### config.mk
export PLATFORM = sky130hd
export DESIGN_NAME = asmf_mul
export DESIGN_NICKNAME = d
export VERILOG_FILES = /design/src/hw/rtl/asmf_pkg.sv /design/src/hw/rtl/asmf_mul.sv
export SDC_FILE = /design/constraint.sdc
export NUM_CORES = 2
export LEC_CHECK = 0
export BUFFER_PORTS_ARGS = -buffer_cell sky130_fd_sc_hd__buf_2
export CORE_MARGIN = 2
export CORE_UTILIZATION = 55
export DETAILED_ROUTE_END_ITERATION = 6
export PLACE_DENSITY = 0.73
export SETUP_SLACK_MARGIN = 0.02
export SLEW_MARGIN = 30
export SYNTH_ARGS = -nofsm -noshare
export SYNTH_HDL_FRONTEND = slang
export SYNTH_SLANG_ARGS = --single-unit
### constraint.sdc
create_clock -name clock -period 9.9 [get_ports clock]
set_clock_uncertainty 0.2 [all_clocks]
set_input_delay 0 -clock clock [delete_from_list [all_inputs] [get_ports clock]]
set_output_delay 0 -clock clock [all_outputs]
set_load 0.01 [all_outputs]
### src/hw/rtl/asmf_pkg.sv
`timescale 1ns / 1ps
// ----------------------------------------------------------------------------
// asmf_pkg
// Shared types, constants and helpers for the analog spike median filter.
// ----------------------------------------------------------------------------
package asmf_pkg;

   localparam int CHANNELS  = 16;
   localparam int CH_W      = 4;
   localparam int CH_CMP_W  = 7;
   localparam int CH_IDX_W  = (CHANNELS > 1) ? $clog2(CHANNELS) : 1;

   localparam int RAW_W     = 12;
   localparam int VOLT_W    = 20;
   localparam int VAL_W     = 32;
   localparam int THR_W     = 31;
   localparam int PROD_W    = 64;
   localparam int CSR_IDX_W = 3;

   // divider: |num| << 16 over |gain|, one quotient bit per cycle
   localparam int DIV_W     = 49;
   localparam int DIV_CNT_W = 6;

   localparam logic [VAL_W-1:0] VAL_MAX = 32'h7FFF_FFFF;
   localparam logic [VAL_W-1:0] VAL_MIN = 32'h8000_0000;

   localparam logic [VOLT_W-1:0] VREF_RESET    = 20'd327680;
   localparam logic [VOLT_W-1:0] MIN_RESET     = 20'd0;
   localparam logic [VOLT_W-1:0] MAX_RESET     = 20'd786432;
   localparam logic [VAL_W-1:0]  GAIN_RESET    = 32'd65536;
   localparam logic [VAL_W-1:0]  OFFSET_RESET  = 32'd0;
   localparam logic [THR_W-1:0]  TEMP_RESET    = 31'd65536;
   localparam logic [THR_W-1:0]  HUMI_RESET    = 31'd65536;
   localparam logic [VOLT_W-1:0] DC_RESET      = 20'd65536;

   // x / 240 == (x >> 4) / 15; reciprocal of 15 scaled by 2^20, exact for 16-bit operands
   localparam logic [16:0] RECIP15       = 17'd69906;
   localparam int          RECIP15_SHIFT = 20;

   typedef enum logic [CSR_IDX_W-1:0] {
      CFG_VREF   = 3'd0,
      CFG_MIN    = 3'd1,
      CFG_MAX    = 3'd2,
      CFG_GAIN   = 3'd3,
      CFG_OFFSET = 3'd4,
      CFG_TEMP   = 3'd5,
      CFG_HUMI   = 3'd6,
      CFG_DC     = 3'd7
   } cfg_index_type;

   typedef enum logic [3:0] {
      ST_IDLE,
      ST_V1_MUL,
      ST_V1_CLAMP,
      ST_DIV,
      ST_BACK,
      ST_DIFF,
      ST_DIFF_MUL,
      ST_DIFF_ENG,
      ST_V2_MUL,
      ST_V2_CLAMP,
      ST_RES_MUL,
      ST_RES_ENG,
      ST_OUT
   } state_type;

   typedef struct packed {
      logic busy;
      logic done;
   } div_status_type;

   function automatic logic [VOLT_W-1:0] clamp_volts(
      input logic [VOLT_W-1:0] v,
      input logic [VOLT_W-1:0] lo,
      input logic [VOLT_W-1:0] hi
   );
      logic [VOLT_W-1:0] r;
      // upper clamp is tested first; with crossed limits only values above hi get hi, the rest get lo
      if (v > hi) begin
         r = hi;
      end else if (v < lo) begin
         r = lo;
      end else begin
         r = v;
      end
      return r;
   endfunction

   function automatic logic [VOLT_W-1:0] div240(input logic [VOLT_W-1:0] x);
      logic [15:0] y;
      logic [32:0] p;
      y = x[VOLT_W-1:4];
      p = {17'd0, y} * {16'd0, RECIP15};
      return VOLT_W'(p >> RECIP15_SHIFT);
   endfunction

endpackage

### src/hw/rtl/asmf_mul.sv
`timescale 1ns / 1ps
// ----------------------------------------------------------------------------
// asmf_mul
// Shared registered 32x32 signed multiplier with Q16.16 scale-and-offset.
// ----------------------------------------------------------------------------
module asmf_mul (
   input  logic                               clock,
   input  logic signed [asmf_pkg::VAL_W-1:0]  op_a,
   input  logic signed [asmf_pkg::VAL_W-1:0]  op_b,
   input  logic signed [asmf_pkg::VAL_W-1:0]  offset,
   output logic signed [asmf_pkg::PROD_W-1:0] product,
   output logic        [asmf_pkg::VAL_W-1:0]  eng_value
);

   logic signed [asmf_pkg::PROD_W-1:0] prod_ff, prod_in;
   logic signed [asmf_pkg::PROD_W-1:0] biased;
   logic signed [47:0]                 scaled;
   logic signed [48:0]                 sum;

   assign prod_in = op_a * op_b;

   always_ff @(posedge clock) begin
      prod_ff <= prod_in;
   end

   // divide by 65536 truncating toward zero, add offset, saturate
   always_comb begin
      biased = prod_ff + (prod_ff[asmf_pkg::PROD_W-1] ? 64'sd65535 : 64'sd0);
      scaled = biased[asmf_pkg::PROD_W-1:16];
      sum    = {scaled[47], scaled} + {{17{offset[asmf_pkg::VAL_W-1]}}, offset};
      if (sum > 49'sh0_7FFF_FFFF) begin
         eng_value = asmf_pkg::VAL_MAX;
      end else if (sum < -49'sh0_8000_0000) begin
         eng_value = asmf_pkg::VAL_MIN;
      end else begin
         eng_value = sum[asmf_pkg::VAL_W-1:0];
      end
   end

   assign product = prod_ff;

endmodule

==> impl_summary.log <==
INFO  metric outcome = finished, final reports clean
INFO  metric synthArstFlopShare = 0%
INFO  metric worst_slew_margin_rel = a little over a third
INFO  metric yosys_warn_count = 0
INFO  metric max_cap_violations = 0
INFO  metric mostFrequentLayoutCell = fa_1
INFO  metric numCtsBuffers = 9
INFO  metric clock_sink_count = between 60 and 70
INFO  metric post_drt_via_cell_ratio = between 5 and 6
INFO  metric cts_root_buf = clkbuf_16
INFO  metric htree_levels = 3
INFO  metric grt_first_pass_wirelength = roughly 190000 um
INFO  metric dr.pass1.iters = 6
INFO  metric setup_viol = 0
INFO  metric number_of_buffers_added_on_ports = about 190
INFO  metric post-synth-top-area-fraction = 51.5%
INFO  metric drive_gt1_share = ~5.4%
INFO  metric cell_area_after_technology_mapping = approximately 42000 um2
INFO  metric wire_per_inst = 20.3 um
INFO  metric synth_cells = ~4600
INFO  metric placement_rows = about 100
INFO  metric max_freq = around 120 MHz
INFO  metric cts.reportedPaths.clkPinSlew = about 60 ps
INFO  metric area_growth_syn_to_fin = 4.17%
INFO  metric core-area = 75800 um2
INFO  metric synth_top_cell_by_area = fa_1
INFO  metric grt_antenna_before_repair = 6
INFO  metric crit_type = input pin to flop
INFO  metric crit_fanout = 32
INFO  metric overflow = 0
INFO  metric commonest_cells_after_routing_fill_and_taps_aside = fa_1, inv_1, nand2_1
INFO  metric cts_setup_buffers = 0
INFO  metric worstHoldPathType = input pin to flop
INFO  metric timing.setup.tns = 0 ps
INFO  metric first_iter_violations = about 2300
INFO  metric max_slew.worst_pin.slew = approximately 950 ps
INFO  metric hold_path_end = product[0]$_DFF_P_
INFO  metric dp_hpwl = a little over 90000 um
INFO  metric worst_setup_path_start_kind = input pin
INFO  metric holdCritStartpoint = op_b[0]
INFO  metric tritoncts = built
INFO  metric postSynth.topFlopCell = dfxtp_1
INFO  metric postSynthNetCount = between 6000 and 7000
INFO  metric post-route-drc-count = 0
INFO  metric initial_utilization = between 50 and 60%
INFO  metric post_cts_resized = 0
INFO  metric syn_avg_cell_area = 9.10 um2
INFO  metric ys_seq_elements = 64
INFO  metric grtUsageTotal = a little over 30%
INFO  metric pin_count_of_the_biggest_net_entering_global_routing = 33
INFO  metric timing_max_transition_violations_final = 0
INFO  metric fillerInstances = 6723
INFO  metric postRouteWirelength = around 110000 um
INFO  metric post_synth_edffs = 0
INFO  metric vias = about 32000
INFO  metric grt_setup_unrepaired = no
INFO  metric layout_min_cycle_time = approximately 8400 ps
INFO  metric crit_required = between 9000 and 10000 ps
INFO  metric die_x = around 280 um
INFO  metric synthDistinctLibCells = 80
INFO  metric die_h = approximately 280 um
INFO  metric die_area = between 70000 and 80000 um2
INFO  metric ant_nets = 0
INFO  metric holdPathStages = 2
INFO  metric ioPinCount = 193
INFO  metric ctsHoldBuffers = 0
INFO  metric synth_sequential_area_ratio = under 10%
INFO  metric synthTopCellsByArea = fa_1, inv_1, and2_1
INFO  metric arrival = ~8400 ps
INFO  metric timing.final.hold_violations = 0
INFO  metric layout_worst_path_cycle_share = a little over four fifths
INFO  metric first_global_vias = ~34000
INFO  metric finish.net_count = just over 6000
INFO  metric crit_path_end_kind = flop
INFO  metric clk_path_buf_depth = 2
INFO  metric largest_reg_flops = 64
INFO  metric place.gp.congestion = just over 0.9
==> cell type report <==
class | instances | area (um2) | area share, %
antenna | 4 | 10.0 | 0.0228
clock buffer | 11 | 243 | 0.553
clock inverter | 5 | 104 | 0.237
inverter | 997 | 3740 | 8.53
multi-input combinational | 3340 | 36200 | 82.5
sequential | 64 | 1280 | 2.92
tap | 978 | 1220 | 2.79
timing repair buffer | 205 | 1060 | 2.42
==> cells by family (layout without fill, tap and decap cells) <==
group                    Yosys count  after routing  synth area share [%]
other                              0              4                     0
XOR/XNOR                         148            148                  3.08
adder cells (fa/ha/maj)         1330           1330                  58.8
AND/OR/NAND/NOR                 1425           1425                  17.1
multiplexers                       7              7                 0.169
flip-flops                        64             64                  3.04
buffers and inverters           1226           1218                  11.0
AO/OA/AOI/OAI                    430            430                  6.83
==> cell usage after synthesis, types with 9 or more instances <==
master	number
a211oi_1	10
a21o_1	58
a21oi_1	118
a22oi_1	9
a31oi_1	20
and2_1	519
and3_1	23
and4_1	12
clkbuf_1	218
dfxtp_1	64
fa_1	1083
ha_1	247
inv_1	996
nand2_1	595
nand2b_1	23
nand3_1	45
nand4_1	37
nor2_1	97
nor2b_1	12
nor3_1	22
o211ai_1	12
o21a_1	21
o21ai_0	63
o21ai_1	24
o21bai_1	20
or3_1	9
xnor2_1	109
xor2_1	39
==> worst max-delay path, stage by stage <==
cell	delay (ps)
buf_2	540
nand2_1	260
inv_1	140
fa_1	400
inv_1	240
fa_1	460
inv_1	210
fa_1	490
fa_1	900
inv_1	360
fa_1	560
inv_1	50
fa_1	550
fa_1	440
fa_1	470
ha_1	410
a21o_1	220
a21o_1	170
a21oi_1	200
and3_1	210
o211ai_1	110
a41oi_1	450
o221a_2	300
a21oi_1	70
xnor2_1	140
==> layer usage <==
metal | vias to the layer above | routed length (um) | track usage [%]
met5 | - | 27 | 0
met4 | 4 | 2870 | 7.51
met3 | 190 | 10100 | 5.44
met2 | 1397 | 52200 | 49.1
met1 | 16100 | 48400 | 42.8
li1 | 13800 | - | -
==> worst max path at each step <==
stage / from / endpoint / slack, ps / depth (start not counted)
2_1_floorplan: op_a[31] / product[63]$_DFF_P_ / 2210 / 26
3_3_place_gp: op_b[5] / product[61]$_DFF_P_ / 1370 / 25
3_5_place_dp: op_b[5] / product[63]$_DFF_P_ / 1230 / 25
4_1_cts: product[63]$_DFF_P_ / eng_value[28] / 1560 / 24
5_1_grt: op_b[5] / product[63]$_DFF_P_ / 990 / 25
6_report: op_b[5] / product[63]$_DFF_P_ / 1540 / 25
==> through the flow <==
stage | hold slack [ps] | area, um2 | setup WS [ps] | instances | utilization [%]
after floorplan | 109 | 42100 | 2210 | 4630 | -
after global placement | 223 | 43500 | 1370 | 5583 | 57.4
after detailed placement | 220 | 43500 | 1230 | 5583 | 57.4
after CTS | 61.8 | 43900 | 1560 | 5599 | 57.8
after global routing | 98.2 | 43900 | 992 | 5604 | 57.9
final | 61.2 | 43900 | 1540 | 5604 | 57.9
Power is not shown: default switching activity piles up to over one toggle a cycle in this logic, so the estimate is an artifact.
