$ cat src/hw/rtl/asmf_pkg.sv
`timescale 1ns / 1ps
// ----------------------------------------------------------------------------
// asmf_pkg
// Shared types, constants and helpers for the analog spike median filter.
// ----------------------------------------------------------------------------
package asmf_pkg;

   localparam int CHANNELS  = 16;
   localparam int CH_W      = 4;
   localparam int CH_CMP_W  = 7;
   localparam int CH_IDX_W  = (CHANNELS > 1) ? $clog2(CHANNELS) : 1;

   localparam int RAW_W     = 12;
   localparam int VOLT_W    = 20;
   localparam int VAL_W     = 32;
   localparam int THR_W     = 31;
   localparam int PROD_W    = 64;
   localparam int CSR_IDX_W = 3;

   // divider: |num| << 16 over |gain|, one quotient bit per cycle
   localparam int DIV_W     = 49;
   localparam int DIV_CNT_W = 6;

   localparam logic [VAL_W-1:0] VAL_MAX = 32'h7FFF_FFFF;
   localparam logic [VAL_W-1:0] VAL_MIN = 32'h8000_0000;

   localparam logic [VOLT_W-1:0] VREF_RESET    = 20'd327680;
   localparam logic [VOLT_W-1:0] MIN_RESET     = 20'd0;
   localparam logic [VOLT_W-1:0] MAX_RESET     = 20'd786432;
   localparam logic [VAL_W-1:0]  GAIN_RESET    = 32'd65536;
   localparam logic [VAL_W-1:0]  OFFSET_RESET  = 32'd0;
   localparam logic [THR_W-1:0]  TEMP_RESET    = 31'd65536;
   localparam logic [THR_W-1:0]  HUMI_RESET    = 31'd65536;
   localparam logic [VOLT_W-1:0] DC_RESET      = 20'd65536;

   // x / 240 == (x >> 4) / 15; reciprocal of 15 scaled by 2^20, exact for 16-bit operands
   localparam logic [16:0] RECIP15       = 17'd69906;
   localparam int          RECIP15_SHIFT = 20;

   typedef enum logic [CSR_IDX_W-1:0] {
      CFG_VREF   = 3'd0,
      CFG_MIN    = 3'd1,
      CFG_MAX    = 3'd2,
      CFG_GAIN   = 3'd3,
      CFG_OFFSET = 3'd4,
      CFG_TEMP   = 3'd5,
      CFG_HUMI   = 3'd6,
      CFG_DC     = 3'd7
   } cfg_index_type;

   typedef enum logic [3:0] {
      ST_IDLE,
      ST_V1_MUL,
      ST_V1_CLAMP,
      ST_DIV,
      ST_BACK,
      ST_DIFF,
      ST_DIFF_MUL,
      ST_DIFF_ENG,
      ST_V2_MUL,
      ST_V2_CLAMP,
      ST_RES_MUL,
      ST_RES_ENG,
      ST_OUT
   } state_type;

   typedef struct packed {
      logic busy;
      logic done;
   } div_status_type;

   function automatic logic [VOLT_W-1:0] clamp_volts(
      input logic [VOLT_W-1:0] v,
      input logic [VOLT_W-1:0] lo,
      input logic [VOLT_W-1:0] hi
   );
      logic [VOLT_W-1:0] r;
      // upper clamp is tested first; with crossed limits only values above hi get hi, the rest get lo
      if (v > hi) begin
         r = hi;
      end else if (v < lo) begin
         r = lo;
      end else begin
         r = v;
      end
      return r;
   endfunction

   function automatic logic [VOLT_W-1:0] div240(input logic [VOLT_W-1:0] x);
      logic [15:0] y;
      logic [32:0] p;
      y = x[VOLT_W-1:4];
      p = {17'd0, y} * {16'd0, RECIP15};
      return VOLT_W'(p >> RECIP15_SHIFT);
   endfunction

endpackage

$ cat src/hw/rtl/asmf_div.sv
`timescale 1ns / 1ps
// ----------------------------------------------------------------------------
// asmf_div
// Restoring unsigned divider, one quotient bit per cycle.
// ----------------------------------------------------------------------------
module asmf_div (
   input  logic                             clock,
   input  logic                             reset,
   input  logic                             start,
   input  logic [asmf_pkg::DIV_W-1:0]       dividend,
   input  logic [asmf_pkg::VAL_W-1:0]       divisor,
   output logic [asmf_pkg::DIV_W-1:0]       quotient,
   output asmf_pkg::div_status_type         status
);

   logic [asmf_pkg::VAL_W-1:0]     rem_ff, rem_in;
   logic [asmf_pkg::DIV_W-1:0]     quo_ff, quo_in;
   logic [asmf_pkg::VAL_W-1:0]     dvs_ff;
   logic [asmf_pkg::DIV_CNT_W-1:0] cnt_ff, cnt_in;
   logic                           busy_ff, busy_in;
   logic                           done_ff, done_in;
   logic [asmf_pkg::VAL_W:0]       trial;
   logic                           fits;

   // quo_ff shifts dividend bits out at the top and quotient bits in at the bottom
   assign trial = {rem_ff, quo_ff[asmf_pkg::DIV_W-1]};
   assign fits  = trial >= {1'b0, dvs_ff};

   always_comb begin
      rem_in  = rem_ff;
      quo_in  = quo_ff;
      cnt_in  = cnt_ff;
      busy_in = busy_ff;
      done_in = 1'b0;
      if (start) begin
         rem_in  = '0;
         quo_in  = dividend;
         cnt_in  = asmf_pkg::DIV_CNT_W'(asmf_pkg::DIV_W - 1);
         busy_in = 1'b1;
      end else if (busy_ff) begin
         rem_in = fits ? asmf_pkg::VAL_W'(trial - {1'b0, dvs_ff})
                       : asmf_pkg::VAL_W'(trial);
         quo_in = {quo_ff[asmf_pkg::DIV_W-2:0], fits};
         cnt_in = cnt_ff - 1'b1;
         if (cnt_ff == '0) begin
            busy_in = 1'b0;
            done_in = 1'b1;
         end
      end
   end

   always_ff @(posedge clock) begin
      if (reset) begin
         busy_ff <= 1'b0;
         done_ff <= 1'b0;
         cnt_ff  <= '0;
      end else begin
         busy_ff <= busy_in;
         done_ff <= done_in;
         cnt_ff  <= cnt_in;
      end
      rem_ff <= rem_in;
      quo_ff <= quo_in;
      if (start) begin
         dvs_ff <= divisor;
      end
   end

   assign quotient    = quo_ff;
   assign status.busy = busy_ff;
   assign status.done = done_ff;

endmodule

$ cat config.mk
export PLATFORM = sky130hd
export DESIGN_NAME = asmf_div
export DESIGN_NICKNAME = d
export VERILOG_FILES = /design/src/hw/rtl/asmf_pkg.sv /design/src/hw/rtl/asmf_div.sv
export SDC_FILE = /design/constraint.sdc
export NUM_CORES = 1
export LEC_CHECK = 0
export ABC_AREA = 1
export BUFFER_PORTS_ARGS = -buffer_cell sky130_fd_sc_hd__buf_2
export CAP_MARGIN = 20
export CORE_ASPECT_RATIO = 1.4
export CORE_UTILIZATION = 30
export CTS_BUF_LIST = sky130_fd_sc_hd__clkbuf_16
export CTS_CLUSTER_SIZE = 30
export DETAILED_ROUTE_END_ITERATION = 6
export HOLD_SLACK_MARGIN = 0.1
export MAX_ROUTING_LAYER = met4
export PLACE_DENSITY = 0.53
export SYNTH_ARGS = -nofsm -noshare
export SYNTH_HDL_FRONTEND = slang
export SYNTH_SLANG_ARGS = --single-unit
export TNS_END_PERCENT = 20
$ cat constraint.sdc
create_clock -name clock -period 3.19 [get_ports clock]
set_input_delay 0.638 -clock clock [delete_from_list [all_inputs] [get_ports clock]]
set_output_delay 0.638 -clock clock [all_outputs]
set_load 0.01 [all_outputs]
==> flow_summary.toml, run 1 <==
[outcome]
status = "finished clean"

[sta]
fin_worst_skew_ps = 23.4
hold_violations = 0
max_freq_mhz = 405
timing.final.crit_share_pct = 77.3
period_needed_ps = 2470
slew_headroom_pct = 62.9
setup_viol = 0
slew_violations = 0
worst_pin_slew_ps = 556
grt_setup_unrepaired = "no"
finalSetupTns_ps = 0

[synthesis]
synth_nets = 1196
synth_top_family_by_area = "simple AND/OR/NAND/NOR gates"
yosys_warnings = 0
synth_area_um2 = 7650
synth_compound_area_share_pct = 3.16
synth_edf_count = 81
synth_mux_area_share_pct = 0
synth-simple-area-share_pct = 35.6
synth_fa_ha_area_share_pct = 5.66
synth_xor_area_share_pct = 1.72
syn-instance-count = 1078
syn_area_per_cell_um2 = 7.10
ys_ff_latch = 121
synthTopCellsByArea = "edfxtp_1, nand2_1, dfxtp_1"
synth_top_area_share_pct = 31.8
yosysTopAreaCell = "edfxtp_1"
synth-seq-area-share_pct = 42.3
async_flop_share_pct = 0
synthFlopType = "edfxtp_1"
synth_most_common_cell = "nand2_1"
synth_common_cells = "nand2_1, inv_1, nand3_1"
synth_cell_types = 37

[drt]
drc = 0
viasPerCell = 4.49
via_count = 6900
postRouteAntennaNets = 0
post_drt_wl_per_cell_um = 13.9
drt_wl_total_um = 21500
drt_first_pass_iters = 5
drt_iter0_drc = 337

[cts]
cts_made_buffers = 17
post_cts_resized = 0
path_clk_slew_ps = 60
clockBufferDepth = 2
cts-root-buf = "clkbuf_16"
clk_latency_ps = 440
cts_tree = "yes"
cts_sinks = 121
hold_buffers = 0
postCtsSetupBuffers = 0
htreeDepth = 4

[worst_setup_path]
cp_max_fo = 22
cp.arrival_ps = 2780
cp_slowest_cell = "nor2_8"
crit_type = "flip-flop to flip-flop"
cp.required_ps = 3500
end_kind = "flip-flop"
path_buf_inv = 4
startpoint_type = "flip-flop"
cp_cell_sequence = "inv_1, ha_1, nand2_1, inv_2, nand2_1, inv_1, a21oi_1, nand2_2, nor2_8, buf_4, nand3_1, nand3_1, o21ai_1"
worst_path_largest_cell_delay_ps = 370
crit_family = "simple AND/OR/NAND/NOR gates"

[global_routing]
grt_max_degree = 64
grt_pass1_wl_um = 34800
antenna_found_initial = 0
grt_pass1_vias = 7099
overflow = 0
grt_usage_pct = 18.1

[die]
io_pins = 135
dieHeight_um = 191
design.core.area_um2 = 24800
die_area_um2 = 26200
die_w_um = 137
start_util_pct = 30.8
row_count = 68

[placement]
post-dp-hpwl_um = 16200
gp_congestion = 0.976
portBuffers = 134

[cells_and_area]
n_fill_cell = 2709
area_growth_pct = 20.7
fin_nets = 1328
antenna_cells = 0
drive_gt1_share_pct = 17.1
postLayoutCoreUtil_pct = 37.2

[min_path]
hp-class = "input port to flip-flop"

[flow_run]
maxCapViolCount = 0

[power]
p_leak_nw = 4.94
pwr_density_cell_nw_per_um2 = 476
vdd_ir_drop_max_mv = 0.384
final timing paths:
kind | startpoint | to | slack [ps] | depth (start not counted)
worst min-delay path | divisor[30] | dvs_ff[30] | 380 | 1
worst max register to register | dvs_ff[30] | rem_ff[8] | 720 | 13
worst max-delay path | dvs_ff[30] | rem_ff[8] | 720 | 13
worst min register to register | cnt_ff[0] | cnt_ff[0] | 470 | 2
cells in the final DEF, fill, tap and decap left out, drive strengths merged, types with 14 or more instances in the layout:
| cell | synthesis | routed |
|---|---|---|
| a21oi | 20 | 20 |
| o21ai | 16 | 16 |
| edfxtp | 81 | 81 |
| nand3 | 85 | 85 |
| nand3b | 14 | 14 |
| buf | 14 | 141 |
| xnor2 | 14 | 14 |
| nor2 | 55 | 55 |
| clkbuf | 14 | 17 |
| nand2 | 470 | 470 |
| ha | 33 | 33 |
| inv | 190 | 193 |
| dfxtp | 40 | 40 |
where the power goes:
group / switching (mW) / internal, mW / leakage (nW)
combinational: 0.335 / 0.198 / 3.52
clock: 0.771 / 1.23 / 0.285
sequential: 0.0566 / 1.81 / 1.14
total: 1.16 / 3.23 / 4.94
flip-flops by register name, indices dropped and copies added, names as in the netlist:
| register | cells |
|---|---|
| busy_ff | 1 |
| cnt_ff | 6 |
| done_ff | 1 |
| dvs_ff | 32 |
| quotient | 49 |
| rem_ff | 32 |
cell type report:
type | count | area [um2] | share of cell area (%)
flip-flops and latches | 121 | 3230 | 35.0
repair buffers | 141 | 751 | 8.13
well taps | 315 | 394 | 4.27
clock inverters | 15 | 174 | 1.88
inverters | 193 | 724 | 7.84
multi-input cells | 736 | 3530 | 38.3
clock buffers | 17 | 425 | 4.61
per-layer routing:
layer	part of all wire (%)	GRT usage, %
met1	41	19.7
met4	2.6	7.61
met3	4.8	3.66
met2	52	31.5
met5	0	-
metrics by stage:
step | area (um2) | power [mW] | hold WS, ps | worst slack, ps | instances
3_5_place_dp | 8640 | 2.44 | 462 | 721 | 1506
2_1_floorplan | 7650 | 2.21 | 439 | 163 | 1078
4_1_cts | 9240 | 4.47 | 358 | 707 | 1538
5_1_grt | 9240 | 4.59 | 363 | 496 | 1538
6_report | 9240 | 4.40 | 376 | 724 | 1538
3_3_place_gp | 8640 | 2.44 | 453 | 715 | 1506
cells by family (layout without fill, tap and decap cells):
| group | count (synthesis) | after routing |
|---|---|---|
| fa+ha+maj | 34 | 34 |
| simple gates | 643 | 643 |
| xor+xnor | 15 | 15 |
| flops | 121 | 121 |
| buf+inv | 221 | 366 |
| compound gates | 44 | 44 |
Power figures use the tool's default switching activity.
==> run 2: changes to the inputs <==
--- a/config.mk
+++ b/config.mk
@@ -15,7 +15,7 @@
 export DETAILED_ROUTE_END_ITERATION = 6
 export HOLD_SLACK_MARGIN = 0.1
 export MAX_ROUTING_LAYER = met4
-export PLACE_DENSITY = 0.53
+export PLACE_DENSITY = 0.51
 export SYNTH_ARGS = -nofsm -noshare
 export SYNTH_HDL_FRONTEND = slang
 export SYNTH_SLANG_ARGS = --single-unit
==> constraint.sdc (replaced) <==
create_clock -name clock -period 2.3 [get_ports clock]
set_input_delay 0.46 -clock clock [delete_from_list [all_inputs] [get_ports clock]]
set_output_delay 0.46 -clock clock [all_outputs]
set_load 0.01 [all_outputs]
==> run 2 against run 1 <==
Effect of this change: clock-buffer cell count unchanged; highest routed layer unchanged; non-clock buffer count rose by 25; sequential share of layout area shrank 0.68 points; cell area rose by 2.0%; via count is 1.3% higher; die area unchanged; clock skew increased by 1.3 ps; global-route usage is 0.93 points higher; sequential power up 39%; critical path type unchanged; critical path depth shrank 1; register-to-register slack lost 640 ps; first-iteration DRC count decreased by 20%.
==> flow_summary.toml, run 2 (synthesis results as in run 1) <==
[power]
p_switching_mw = 1.59
p_leak_nw = 5.07
vdd_ir_drop_max_mv = 0.524
p_seq_share_pct = 44.2
switching_share_pct = 27.2
p_clk_share_pct = 42.2
p_comb_share_pct = 13.5
p_int_mw = 4.26
pwr_density_cell_nw_per_um2 = 621

[cells_and_area]
drive_gt1_share_pct = 19.6
n_fill_cell = 2745
postLayoutCoreUtil_pct = 37.9
fin_nets = 1353
area_growth_pct = 23.1
final_common_cell = "nand2_1"
antenna_cells = 0
instances_no_fill = 1563
design_area_um2 = 9420
mostFrequentLayoutCells = "nand2_1, inv_1, buf_2"
largest_register_ffs = 49

[sta]
slew_headroom_pct = 73.4
setup_viol = 0
max_freq_mhz = 452
fin_worst_skew_ps = 24.7
grt_setup_unrepaired = "yes"
slew_violations = 0
period_needed_ps = 2210
hold_violations = 0
worst_pin_slew_ps = 399
timing.final.crit_share_pct = 96.3
worst_slack_ps = 85.2

[placement]
placed_area_um2 = 8800
gp_congestion = 0.961
portBuffers = 134
post-dp-hpwl_um = 17300
dp_cells = 1529
dp_slack_ps = 5.05

[die]
row_count = 68
io_pins = 135
start_util_pct = 30.8
die_area_um2 = 26200
design.core.area_um2 = 24800
dieHeight_um = 191
die_w_um = 137

[drt]
viasPerCell = 4.47
post_drt_wl_per_cell_um = 14.5
postRouteAntennaNets = 0
drc = 0
drt_wl_total_um = 22600
drt_first_pass_iters = 5
drt_iter0_drc = 271
via_count = 6988

[cts]
htreeDepth = 4
cts_sinks = 121
path_clk_slew_ps = 60
cts_made_buffers = 17
clk_latency_ps = 440
cts_tree = "yes"
clockBufferDepth = 2
cts-root-buf = "clkbuf_16"

[min_path]
worstHoldStart = "divisor[21]"
hp-class = "input port to flip-flop"

[worst_setup_path]
crit_path_start = "dvs_ff[12]"
crit_type = "flip-flop to flip-flop"
regToRegStartpoint = "dvs_ff[12]"
cp.arrival_ps = 2530
cp_max_fo = 4
startpoint_type = "flip-flop"
end_kind = "flip-flop"
cp.required_ps = 2610

[global_routing]
antenna_found_initial = 0
overflow = 0
grt_usage_pct = 19.0
grt_pass1_vias = 7161
grt_max_degree = 62
grt_pass1_wl_um = 36100

[outcome]
status = "finished clean"

[flow_run]
maxCapViolCount = 0
## run 2: timing repair
action	CTS	global route
hold buffers	0	0
setup endpoints to repair	1	33
resized for setup	1	21
cloned	0	0
pin swaps	0	2
setup buffers	0	2
## run 2: final timing paths
| check | end | slack [ps] | depth (start not counted) |
|---|---|---|---|
| worst max-delay path | rem_ff[14] | 90 | 12 |
| worst min register to register | cnt_ff[0] | 460 | 2 |
| worst min-delay path | dvs_ff[21] | 190 | 1 |
| worst max register to register | rem_ff[14] | 90 | 12 |
## run 2: metal layers
layer	up-vias	global-route usage [%]	wire [um]	share of wire, %
met5	-	-	0	0
met1	3125	20.5	9500	42
li1	3646	-	-	-
met2	175	32.8	11300	50
met4	0	9.04	852	3.8
met3	42	3.90	903	4.0
## run 2: per-stage QoR
| stage | total power [mW] | setup TNS, ps | hold WS [ps] |
|---|---|---|---|
| after detailed placement | 3.42 | 0 | 460 |
| after CTS | 5.92 | 0 | 177 |
| final | 5.85 | 0 | 192 |
| after global routing | 6.11 | -317 | 187 |
| after global placement | 3.42 | 0 | 453 |
| after floorplan | 3.06 | 0 | 439 |
## run 2: worst max-delay path: stages (launching register included)
cell and delay [ps]:
edfxtp_1 360, inv_1 80, ha_1 270, nand2_1 140, inv_1 50, a21oi_1 320
nand2_1 150, inv_1 70, nand2_1 70, xnor2_1 340, nand2_1 110, nand3_1 90
nand2_1 50
## run 2: area by class of cell
type	instances	area, um2	share of cell area [%]
clock buffer	17	425	4.52
clock inverter	15	101	1.08
inverter	193	724	7.69
multi-input combinational	736	3590	38.1
sequential	121	3230	34.3
tap	315	394	4.18
timing repair buffer	166	948	10.1
## run 2: power by group through the flow
stage	registers (mW)	logic, mW	clock network, mW
5_1_grt	2.61	0.887	2.62
3_3_place_gp	2.63	0.792	0
6_report	2.59	0.792	2.47
4_1_cts	2.59	0.794	2.53
2_1_floorplan	2.66	0.395	0
3_5_place_dp	2.63	0.793	0
==> run 3: changes to the inputs <==
--- a/config.mk
+++ b/config.mk
@@ -15,7 +15,7 @@
 export DETAILED_ROUTE_END_ITERATION = 6
 export HOLD_SLACK_MARGIN = 0.1
 export MAX_ROUTING_LAYER = met4
-export PLACE_DENSITY = 0.51
+export PLACE_DENSITY = 0.5
 export SYNTH_ARGS = -nofsm -noshare
 export SYNTH_HDL_FRONTEND = slang
 export SYNTH_SLANG_ARGS = --single-unit
==> run 3 against run 2 <==
Effect of this change: maximum frequency increased by 2.9%; cell count shrank 0.38%; clock-buffer cell count unchanged; die area is the same; largest power group unchanged; combinational power is essentially flat; critical path type unchanged; sequential share of layout area down 0.36 points; clock skew decreased by 17 ps; setup slack gained 62 ps; critical path depth grew 2; sequential cell count stayed put; first-iteration DRC count grew 0.74%; sequential power about the same.
==> flow_summary.toml, run 3 (synthesis results as in run 1) <==
[placement]
dp_slack_ps = 47.0
post-dp-hpwl_um = 17000
gp_congestion = 0.925
dp_cells = 1520
placed_area_um2 = 8740
portBuffers = 134

[worst_setup_path]
crit_family = "simple AND/OR/NAND/NOR gates"
cp.arrival_ps = 2480
path_depth = 14
endpoint = "rem_ff[22]"
regToRegStartpoint = "dvs_ff[14]"
cp_slowest_cell = "ha_2"
r2r-end = "rem_ff[22]"
r2r_slack_ps = 150
reg2reg_depth = 14
cpMostUsedCell = "nand2_1"
cp_cell_sequence = "inv_1, ha_2, nand2_1, buf_4, nor2_1, nand2_1, inv_1, nand3_1, nand3_1, nand2_1, nand2_1, nand2_1, nand3_1, nand2_1"
end_kind = "flip-flop"
cp.required_ps = 2630
path_buf_inv = 3
cp_max_fo = 4
crit_type = "flip-flop to flip-flop"
startpoint_type = "flip-flop"
crit_path_start = "dvs_ff[14]"
worst_path_largest_cell_delay_ps = 370

[cells_and_area]
design_area_um2 = 9520
drive_gt1_share_pct = 19.8
area_growth_pct = 24.4
n_fill_cell = 2696
antenna_cells = 0
postLayoutCoreUtil_pct = 38.3
instances_no_fill = 1557
largest_register_ffs = 49
fin_nets = 1347
final_common_cell = "nand2_1"
mostFrequentLayoutCells = "nand2_1, inv_1, buf_2"

[sta]
fin_hold_ws_ps = 203
setup_viol = 0
period_needed_ps = 2150
hold_violations = 0
timing.final.crit_share_pct = 93.6
worst_slack_ps = 147
slew_violations = 0
max_freq_mhz = 465
worst_pin_slew_ps = 405
slew_headroom_pct = 73.0
finalSetupTns_ps = 0
fin_worst_skew_ps = 7.54

[global_routing]
grt_pass1_vias = 7162
overflow = 0
grt_usage_pct = 18.8
grt_max_degree = 62
antenna_found_initial = 0
grt_pass1_wl_um = 36000

[die]
dieHeight_um = 191
design.core.area_um2 = 24800
start_util_pct = 30.8
die_w_um = 137
die_area_um2 = 26200
row_count = 68
io_pins = 135

[power]
vdd_ir_drop_max_mv = 0.515
p_leak_nw = 5.05
p_total_mw = 5.91
pwr_density_cell_nw_per_um2 = 621

[flow_run]
maxCapViolCount = 0

[cts]
cts_tree = "yes"
cts_made_buffers = 17
cts_sinks = 121
clk_latency_ps = 430
htreeDepth = 4
path_clk_slew_ps = 60
clockBufferDepth = 2
cts-root-buf = "clkbuf_16"

[drt]
drt_iter0_drc = 273
drt_first_pass_iters = 5
post_drt_wl_per_cell_um = 14.7
viasPerCell = 4.55
drc = 0
drt_wl_total_um = 22800
via_count = 7077
postRouteAntennaNets = 0

[min_path]
hp-class = "input port to flip-flop"
worstHoldStart = "divisor[22]"

[outcome]
status = "finished clean"
==> run 3: cell types whose count changed in the layout (fill, tap and decap cells not counted), moves of 2 or more <==
cell / delta
clkinv_1: +4
nand2_2: +6
nand2_1: -6
nor2_4: +3
nand2_8: +2
buf_6: +2
inv_1: -2
buf_8: -3
nor2_2: -3
ha_4: +3
ha_1: -3
buf_12: +2
clkinv_2: -2
buf_4: -9
==> run 3: layout make-up <==
class,instances,area [um2],area share (%)
clock buffer,17,425,4.47
sequential,121,3230,34.0
clock inverter,15,121,1.27
timing repair buffer,159,923,9.70
tap,315,394,4.14
multi-input combinational,737,3700,38.8
inverter,193,724,7.61
==> run 3: what timing repair did <==
action	CTS	global route
setup buffers	0	3
hold buffers	0	0
endpoints found under the setup margin	0	33
resized for setup	0	39
==> run 3: how the worst min path moves through the flow <==
stage	slack [ps]	endpoint	depth (start not counted)
global route	180	dvs_ff[7]	1
global placement	450	cnt_ff[0]	2
floorplan	440	done_ff	1
detailed placement	460	cnt_ff[0]	2
finish	200	dvs_ff[22]	1
CTS	180	dvs_ff[7]	1
==> run 3: routing by layer <==
metal	part of all wire, %	global-route usage [%]	vias to the layer above
met5	0	-	-
met4	3.1	8.58	0
met3	5.4	4.24	40
met2	51	32.6	200
met1	40	20.1	3195
li1	-	-	3642
==> run 3: where the power goes <==
part	internal [mW]	switching, mW
Sequential	2.51	0.0772
Clock	1.55	0.977
Combinational	0.298	0.493
